<file path="src/lrg_pkg.sv">
// Package: shared types, constants and saturating arithmetic for the gradient-step block.
package lrg_pkg;

  localparam int unsigned MAX_SAMPLES = 1048576;
  localparam int unsigned LEN_W = 21;
  localparam int unsigned QUEUE_DEPTH = 4;
  localparam int unsigned QUEUE_AW = $clog2(QUEUE_DEPTH);

  localparam logic [LEN_W-1:0] EPOCH_RESET = 21'd864860;
  localparam logic [31:0] RATE_I_RESET = 32'd42949673;
  localparam logic [31:0] RATE_S_RESET = 32'd429;

  localparam logic [1:0] CFG_EPOCH_SAMPLES = 2'd0;
  localparam logic [1:0] CFG_RATE_INTERCEPT = 2'd1;
  localparam logic [1:0] CFG_RATE_SLOPE = 2'd2;

  localparam logic [63:0] S64_MAX = {1'b0, {63{1'b1}}};
  localparam logic [63:0] S64_MIN = {1'b1, {63{1'b0}}};
  localparam logic [47:0] S48_MAX = {1'b0, {47{1'b1}}};
  localparam logic [47:0] S48_MIN = {1'b1, {47{1'b0}}};

  typedef struct packed {
    logic signed [31:0] x_sample;
    logic signed [31:0] y_sample;
    logic last;
  } item_t;

  typedef struct packed {
    logic valid;
    item_t item;
  } queue_head_t;

  typedef struct packed {
    logic start;
    logic [63:0] a;
    logic [63:0] b;
    logic shift32;
  } mul_req_t;

  typedef struct packed {
    logic done;
    logic sat;
    logic [63:0] value;
  } mul_rsp_t;

  typedef struct packed {
    logic start;
    logic [63:0] dividend;
    logic [LEN_W-1:0] divisor;
  } div_req_t;

  typedef struct packed {
    logic done;
    logic [63:0] quotient;
  } div_rsp_t;

  typedef struct packed {
    logic sat;
    logic [63:0] value;
  } sat64_t;

  typedef struct packed {
    logic sat;
    logic [47:0] value;
  } sat48_t;

  function automatic logic [LEN_W-1:0] eff_len(input logic [LEN_W-1:0] es);
    logic [LEN_W-1:0] r;
    if (es == '0) begin
      r = LEN_W'(1);
    end else if (es > LEN_W'(MAX_SAMPLES)) begin
      r = LEN_W'(MAX_SAMPLES);
    end else begin
      r = es;
    end
    return r;
  endfunction

  function automatic sat64_t clamp65(input logic [64:0] s);
    sat64_t r;
    if (s[64] != s[63]) begin
      r.sat = 1'b1;
      r.value = s[64] ? S64_MIN : S64_MAX;
    end else begin
      r.sat = 1'b0;
      r.value = s[63:0];
    end
    return r;
  endfunction

  function automatic sat64_t sat_add64(input logic [63:0] a, input logic [63:0] b);
    logic [64:0] s;
    s = {a[63], a} + {b[63], b};
    return clamp65(s);
  endfunction

  function automatic sat64_t sat_sub64(input logic [63:0] a, input logic [63:0] b);
    logic [64:0] s;
    s = {a[63], a} - {b[63], b};
    return clamp65(s);
  endfunction

  function automatic sat48_t sat_sub48(input logic [47:0] a, input logic [63:0] b);
    logic [64:0] s;
    sat48_t r;
    s = {{17{a[47]}}, a} - {b[63], b};
    if ((&s[64:47]) || !(|s[64:47])) begin
      r.sat = 1'b0;
      r.value = s[47:0];
    end else begin
      r.sat = 1'b1;
      r.value = s[64] ? S48_MIN : S48_MAX;
    end
    return r;
  endfunction

endpackage

</file>
<file path="src/lrg_if.sv">
// Interfaces: sample and result channels with valid/ready handshake.
interface lrg_sample_if;
  logic valid;
  logic ready;
  logic signed [31:0] x_sample;
  logic signed [31:0] y_sample;

  modport source (output valid, output x_sample, output y_sample, input ready);
  modport sink (input valid, input x_sample, input y_sample, output ready);
endinterface


</file>
<file path="src/lrg_front.sv">
// Front end: accepts samples, marks the one that ends an epoch, and queues them.
module lrg_front
  import lrg_pkg::*;
(
  input  logic             clk,
  input  logic             rst,
  lrg_sample_if.sink       samples,
  input  logic [LEN_W-1:0] eff,
  output queue_head_t      head,
  input  logic             pop
);

  item_t entries [QUEUE_DEPTH];
  logic [QUEUE_AW-1:0] wptr;
  logic [QUEUE_AW-1:0] rptr;
  logic [QUEUE_AW:0] count;
  logic [LEN_W-1:0] sample_counter;
  logic [LEN_W-1:0] counter_inc;
  logic push;
  logic is_last;

  assign samples.ready = (count != (QUEUE_AW+1)'(QUEUE_DEPTH));
  assign push = samples.valid && samples.ready;
  assign counter_inc = sample_counter + LEN_W'(1);
  assign is_last = (counter_inc >= eff);

  assign head.valid = (count != '0);
  assign head.item = entries[rptr];

  always_ff @(posedge clk) begin
    if (push) begin
      entries[wptr] <= '{x_sample: samples.x_sample, y_sample: samples.y_sample,
                         last: is_last};
    end
  end

  always_ff @(posedge clk) begin
    if (rst) begin
      wptr <= '0;
      rptr <= '0;
      count <= '0;
      sample_counter <= '0;
    end else begin
      if (push) begin
        wptr <= wptr + QUEUE_AW'(1);
        sample_counter <= is_last ? '0 : counter_inc;
      end
      if (pop) begin
        rptr <= rptr + QUEUE_AW'(1);
      end
      case ({push, pop})
        2'b10: count <= count + (QUEUE_AW+1)'(1);
        2'b01: count <= count - (QUEUE_AW+1)'(1);
        default: count <= count;
      endcase
    end
  end

endmodule

</file>
<file path="src/flat_wrapper.sv">
// flat-port wrapper written by rule: the top's interface ports become plain ports
module lrg_front_flat import lrg_pkg::*;
  (clk, rst, eff, head, pop, samples_valid, samples_x_sample, samples_y_sample, samples_ready);
  lrg_sample_if samples_i ();
  input  logic clk;
  input  logic rst;
  input  logic [LEN_W-1:0] eff;
  output queue_head_t head;
  input  logic pop;
  input wire logic [$bits(samples_i.valid)-1:0] samples_valid;
  input wire logic [$bits(samples_i.x_sample)-1:0] samples_x_sample;
  input wire logic [$bits(samples_i.y_sample)-1:0] samples_y_sample;
  output wire logic [$bits(samples_i.ready)-1:0] samples_ready;
  assign samples_i.valid = samples_valid;
  assign samples_i.x_sample = samples_x_sample;
  assign samples_i.y_sample = samples_y_sample;
  assign samples_ready = samples_i.ready;
  lrg_front u_core (.clk(clk), .rst(rst), .samples(samples_i), .eff(eff), .head(head), .pop(pop));
endmodule
</file>
<file path="config.mk">
export PLATFORM = sky130hd
export DESIGN_NAME = lrg_front_flat
export DESIGN_NICKNAME = d
export VERILOG_FILES = /design/src/lrg_pkg.sv /design/src/lrg_if.sv /design/src/lrg_front.sv /design/src/flat_wrapper.sv
export SDC_FILE = /design/constraint.sdc
export NUM_CORES = 1
export LEC_CHECK = 0
export BUFFER_PORTS_ARGS = -buffer_cell sky130_fd_sc_hd__buf_2
export CORE_ASPECT_RATIO = 1.2
export CORE_UTILIZATION = 40
export CTS_BUF_LIST = sky130_fd_sc_hd__clkbuf_16
export CTS_CLUSTER_DIAMETER = 150
export DETAILED_ROUTE_END_ITERATION = 12
export MAX_ROUTING_LAYER = met4
export SETUP_SLACK_MARGIN = 0.3
export SKIP_CTS_REPAIR_TIMING = 1
export SLEW_MARGIN = 20
export SYNTH_ARGS = -nofsm -noshare
export SYNTH_HDL_FRONTEND = slang
export SYNTH_SLANG_ARGS = --single-unit
export TNS_END_PERCENT = 5
</file>
<file path="constraint.sdc">
create_clock -name clk -period 4.8 [get_ports clk]
set_clock_uncertainty 0.2 [all_clocks]
set_input_delay 0.48 -clock clk [delete_from_list [all_inputs] [get_ports clk]]
set_output_delay 0.48 -clock clk [all_outputs]
set_load 0.05 [all_outputs]
</file>
==> results.py <==
metrics = {
    "layout": {
        "area_growth_pct": 24.3,
        "fillers": 2349,
        "final_cell_area_um2": 14400,
        "multi_input_area_um2": 2990,
        "nNetsFinal": 964,
        "antenna_cells": 0,
        "stdcell_count": 1248,
        "final_core_util": 0.510,
        "regArea_um2": 8420,
        "drive_gt1_frac": 0.322,
    },
    "sta": {
        "slew_headroom": 0.253,
        "fin_crit_ps": 4040,
        "rsz0062_at_grt": "no",
        "fmax_mhz": 248,
        "period_share": 0.841,
        "hold_viol": 0,
        "slew_viol_final": 0,
        "worstMarginPinSlew_ps": 1120,
        "holdWs_ps": 71.1,
        "fin_ws_ps": 764,
        "setup_viol_count_final": 0,
        "fin_tns_setup_ps": 0,
    },
    "critical_path": {
        "critPathMaxFanout": 22,
        "crit_slowest_cell": "and3_2",
        "cp.depth": 11,
        "arrival_ps": 4070,
        "r2r_slack_ps": 760,
        "cp-end-kind": "register",
        "cp_num_buf_inv": 0,
        "path_class": "register to register",
        "startpoint_type": "register",
        "critPathMaxStageDelay_ps": 540,
        "critPathCapture": "u_core.entries[0][0]",
        "crit_chain": "ha_1, nand3_1, nor4_1, nand2_1, xnor2_1, ha_1, a21o_1, a21o_1, a2111oi_4, and3_2, nand2_1",
        "r2r-end": "u_core.entries[0][0]",
        "reg2reg_from": "u_core.sample_counter[0]",
        "critPathTopFamily": "simple AND/OR/NAND/NOR gates",
        "r2r_cells": 11,
        "worstSetupStartpoint": "u_core.sample_counter[0]",
        "cp_data_required_time_ps": 4830,
    },
    "global_routing": {
        "grt_use_total": 0.157,
        "antenna_found_initial": 0,
        "gr-total-overflow": 0,
        "grt_pass1_vias": 6481,
        "grt_pass1_wl_um": 34700,
        "grt_start_max_net_pins": 66,
    },
    "power": {
        "leakage_nw": 5.15,
        "p_per_area_nw_per_um2": 440,
        "finalPower_mw": 6.34,
        "peakVddDrop_v": 0.000209,
    },
    "drt": {
        "viasPerCell": 5.12,
        "ant_nets": 0,
        "vias": 6395,
        "drt_iter0_drc": 398,
        "avgRoutedWirePerCell_um": 18.4,
        "firstDrtPassIters": 6,
        "drc_errors": 0,
        "wl_um": 23000,
    },
    "logic_synthesis": {
        "yosysTopAreaCellShare": 0.673,
        "yosysWarningCount": 0,
        "synth_area_um2": 11600,
        "synthTopCellsByArea": "edfxtp_1 67%, mux4_2 13%, dfxtp_1 5.2%",
        "syn_inst": 620,
        "ys_seq_elements": 290,
        "yosysUniqueCellTypes": 44,
        "synth_top_area_cell": "edfxtp_1",
        "ys_seq_area_frac": 0.725,
        "avgSynthCellArea_um2": 18.7,
        "synth_nets": 737,
    },
    "clock_tree": {
        "htreeDepth": 1,
        "clkTransAtPathRegs_ps": 60,
        "tritoncts": "done",
        "cts-root-buf": "clkbuf_16",
        "clock_sinks": 290,
        "numCtsBuffers": 29,
        "clk_latency_ps": 530,
        "clockBufferDepth": 3,
    },
    "die": {
        "die-width_um": 157,
        "rows": 67,
        "core_area_um2": 28300,
        "initial_core_util": 0.411,
        "die_y_um": 189,
        "pin_count": 156,
        "dieArea_um2": 29700,
    },
    "placed_design": {
        "placed_area_um2": 12800,
        "pre_cts_ws_ps": 820,
        "io_buffers": 155,
        "routabilityCongestion": 0.836,
        "hpwl_um": 13600,
        "dp_cells": 1131,
    },
    "outcome": {
        "outcome": "completed",
    },
    "worst_hold_path": {
        "hp-start": "pop",
        "hp-class": "input pin to register",
    },
    "job": {
        "drv_cap": 0,
    },
}
-- synthesized netlist by cell type, drive strengths merged --
library cell	count
a31oi	1
inv	28
a41oi	1
edfxtp	260
fa	1
nor4	3
or4	1
a2111oi	1
nor2	22
a21o	2
nand4	16
o211ai	2
and4	2
buf	14
and2	1
xor2	7
nor2b	2
mux4	65
a41o	8
nor3	6
clkbuf	12
nand3	14
nand2	28
nor3b	2
and3	8
o2bb2ai	1
xnor2	17
or3	2
o21ai	6
a21oi	19
nand2b	2
a211oi	1
dfxtp	30
a22o	8
ha	27
-- cell families (layout without fill, tap and decap cells) --
kind of cell               count (synthesis)  after routing  share of synthesized area
DFF                                      290            290                      0.725
xor gates and xnor gates                  24             24                     0.0181
and+or+nand+nor                          109            109                     0.0492
muxes                                     65             65                      0.126
adders and majority gates                 28             28                     0.0308
AOI/OAI and AO/OA                         50             50                     0.0314
buffers and inverters                     54            303                     0.0197
-- layout by cell type (no fill, tap or decap), types with 4 or more instances in the layout --
master         instances
clkinvlp_4             4
xnor2_1               17
mux4_2                65
ha_1                  27
nor2_1                22
nand4_1               15
a22o_1                 8
inv_1                 31
edfxtp_1             260
clkbuf_16             29
buf_2                155
o21ai_0                4
nor3_1                 5
a41o_1                 8
dfxtp_1               28
nand3_1               13
and3_4                 4
dlygate4sd3_1         64
xor2_1                 7
bufinv_16              6
nand2_1               28
a21oi_1               19
clkinv_1               5
-- tightest hold or removal path, stage by stage --
cell and delay, ps:
buf_2 120, xnor2_1 80, nor2_1 80
-- where the power goes --
part           internal (mW)  total [mW]  switching [mW]
combinational          0.319       0.998           0.679
clock                   1.42        2.32           0.906
sequential              2.94        3.02          0.0791
total                   4.68        6.34            1.66
-- routing by layer --
metal | up-vias | wire, um | global-route usage
li1 | 2945 | - | -
met1 | 3264 | 9780 | 0.192
met2 | 157 | 11800 | 0.270
met3 | 29 | 1090 | 0.0294
met4 | 0 | 371 | 0.0370
met5 | - | 0 | -
-- worst min-delay path by stage --
stage,end,slack (ps),depth (start not counted)
finish,u_core.rptr[0],70,3
global route,u_core.rptr[0],110,3
CTS,u_core.entries[0][29],-60,1
detailed placement,u_core.sample_counter[20],270,2
global placement,u_core.sample_counter[10],270,2
floorplan,u_core.sample_counter[20],250,2
-- sequential cells by signal (all words and copies together) (netlist names), named ones only --
register and count:
u_core.wptr 2, u_core.rptr 2, u_core.sample_counter 21, u_core.count 3, u_core.entries 260
-- cell type report --
cell class	count	share of cell area
Clock inverter	24	0.0188
Sequential cell	290	0.584
Clock buffer	29	0.0503
Multi-Input combinational cell	276	0.207
Tap cell	379	0.0329
Inverter	28	0.00729
Timing Repair Buffer	222	0.0998
Power figures use the tool's default switching activity.
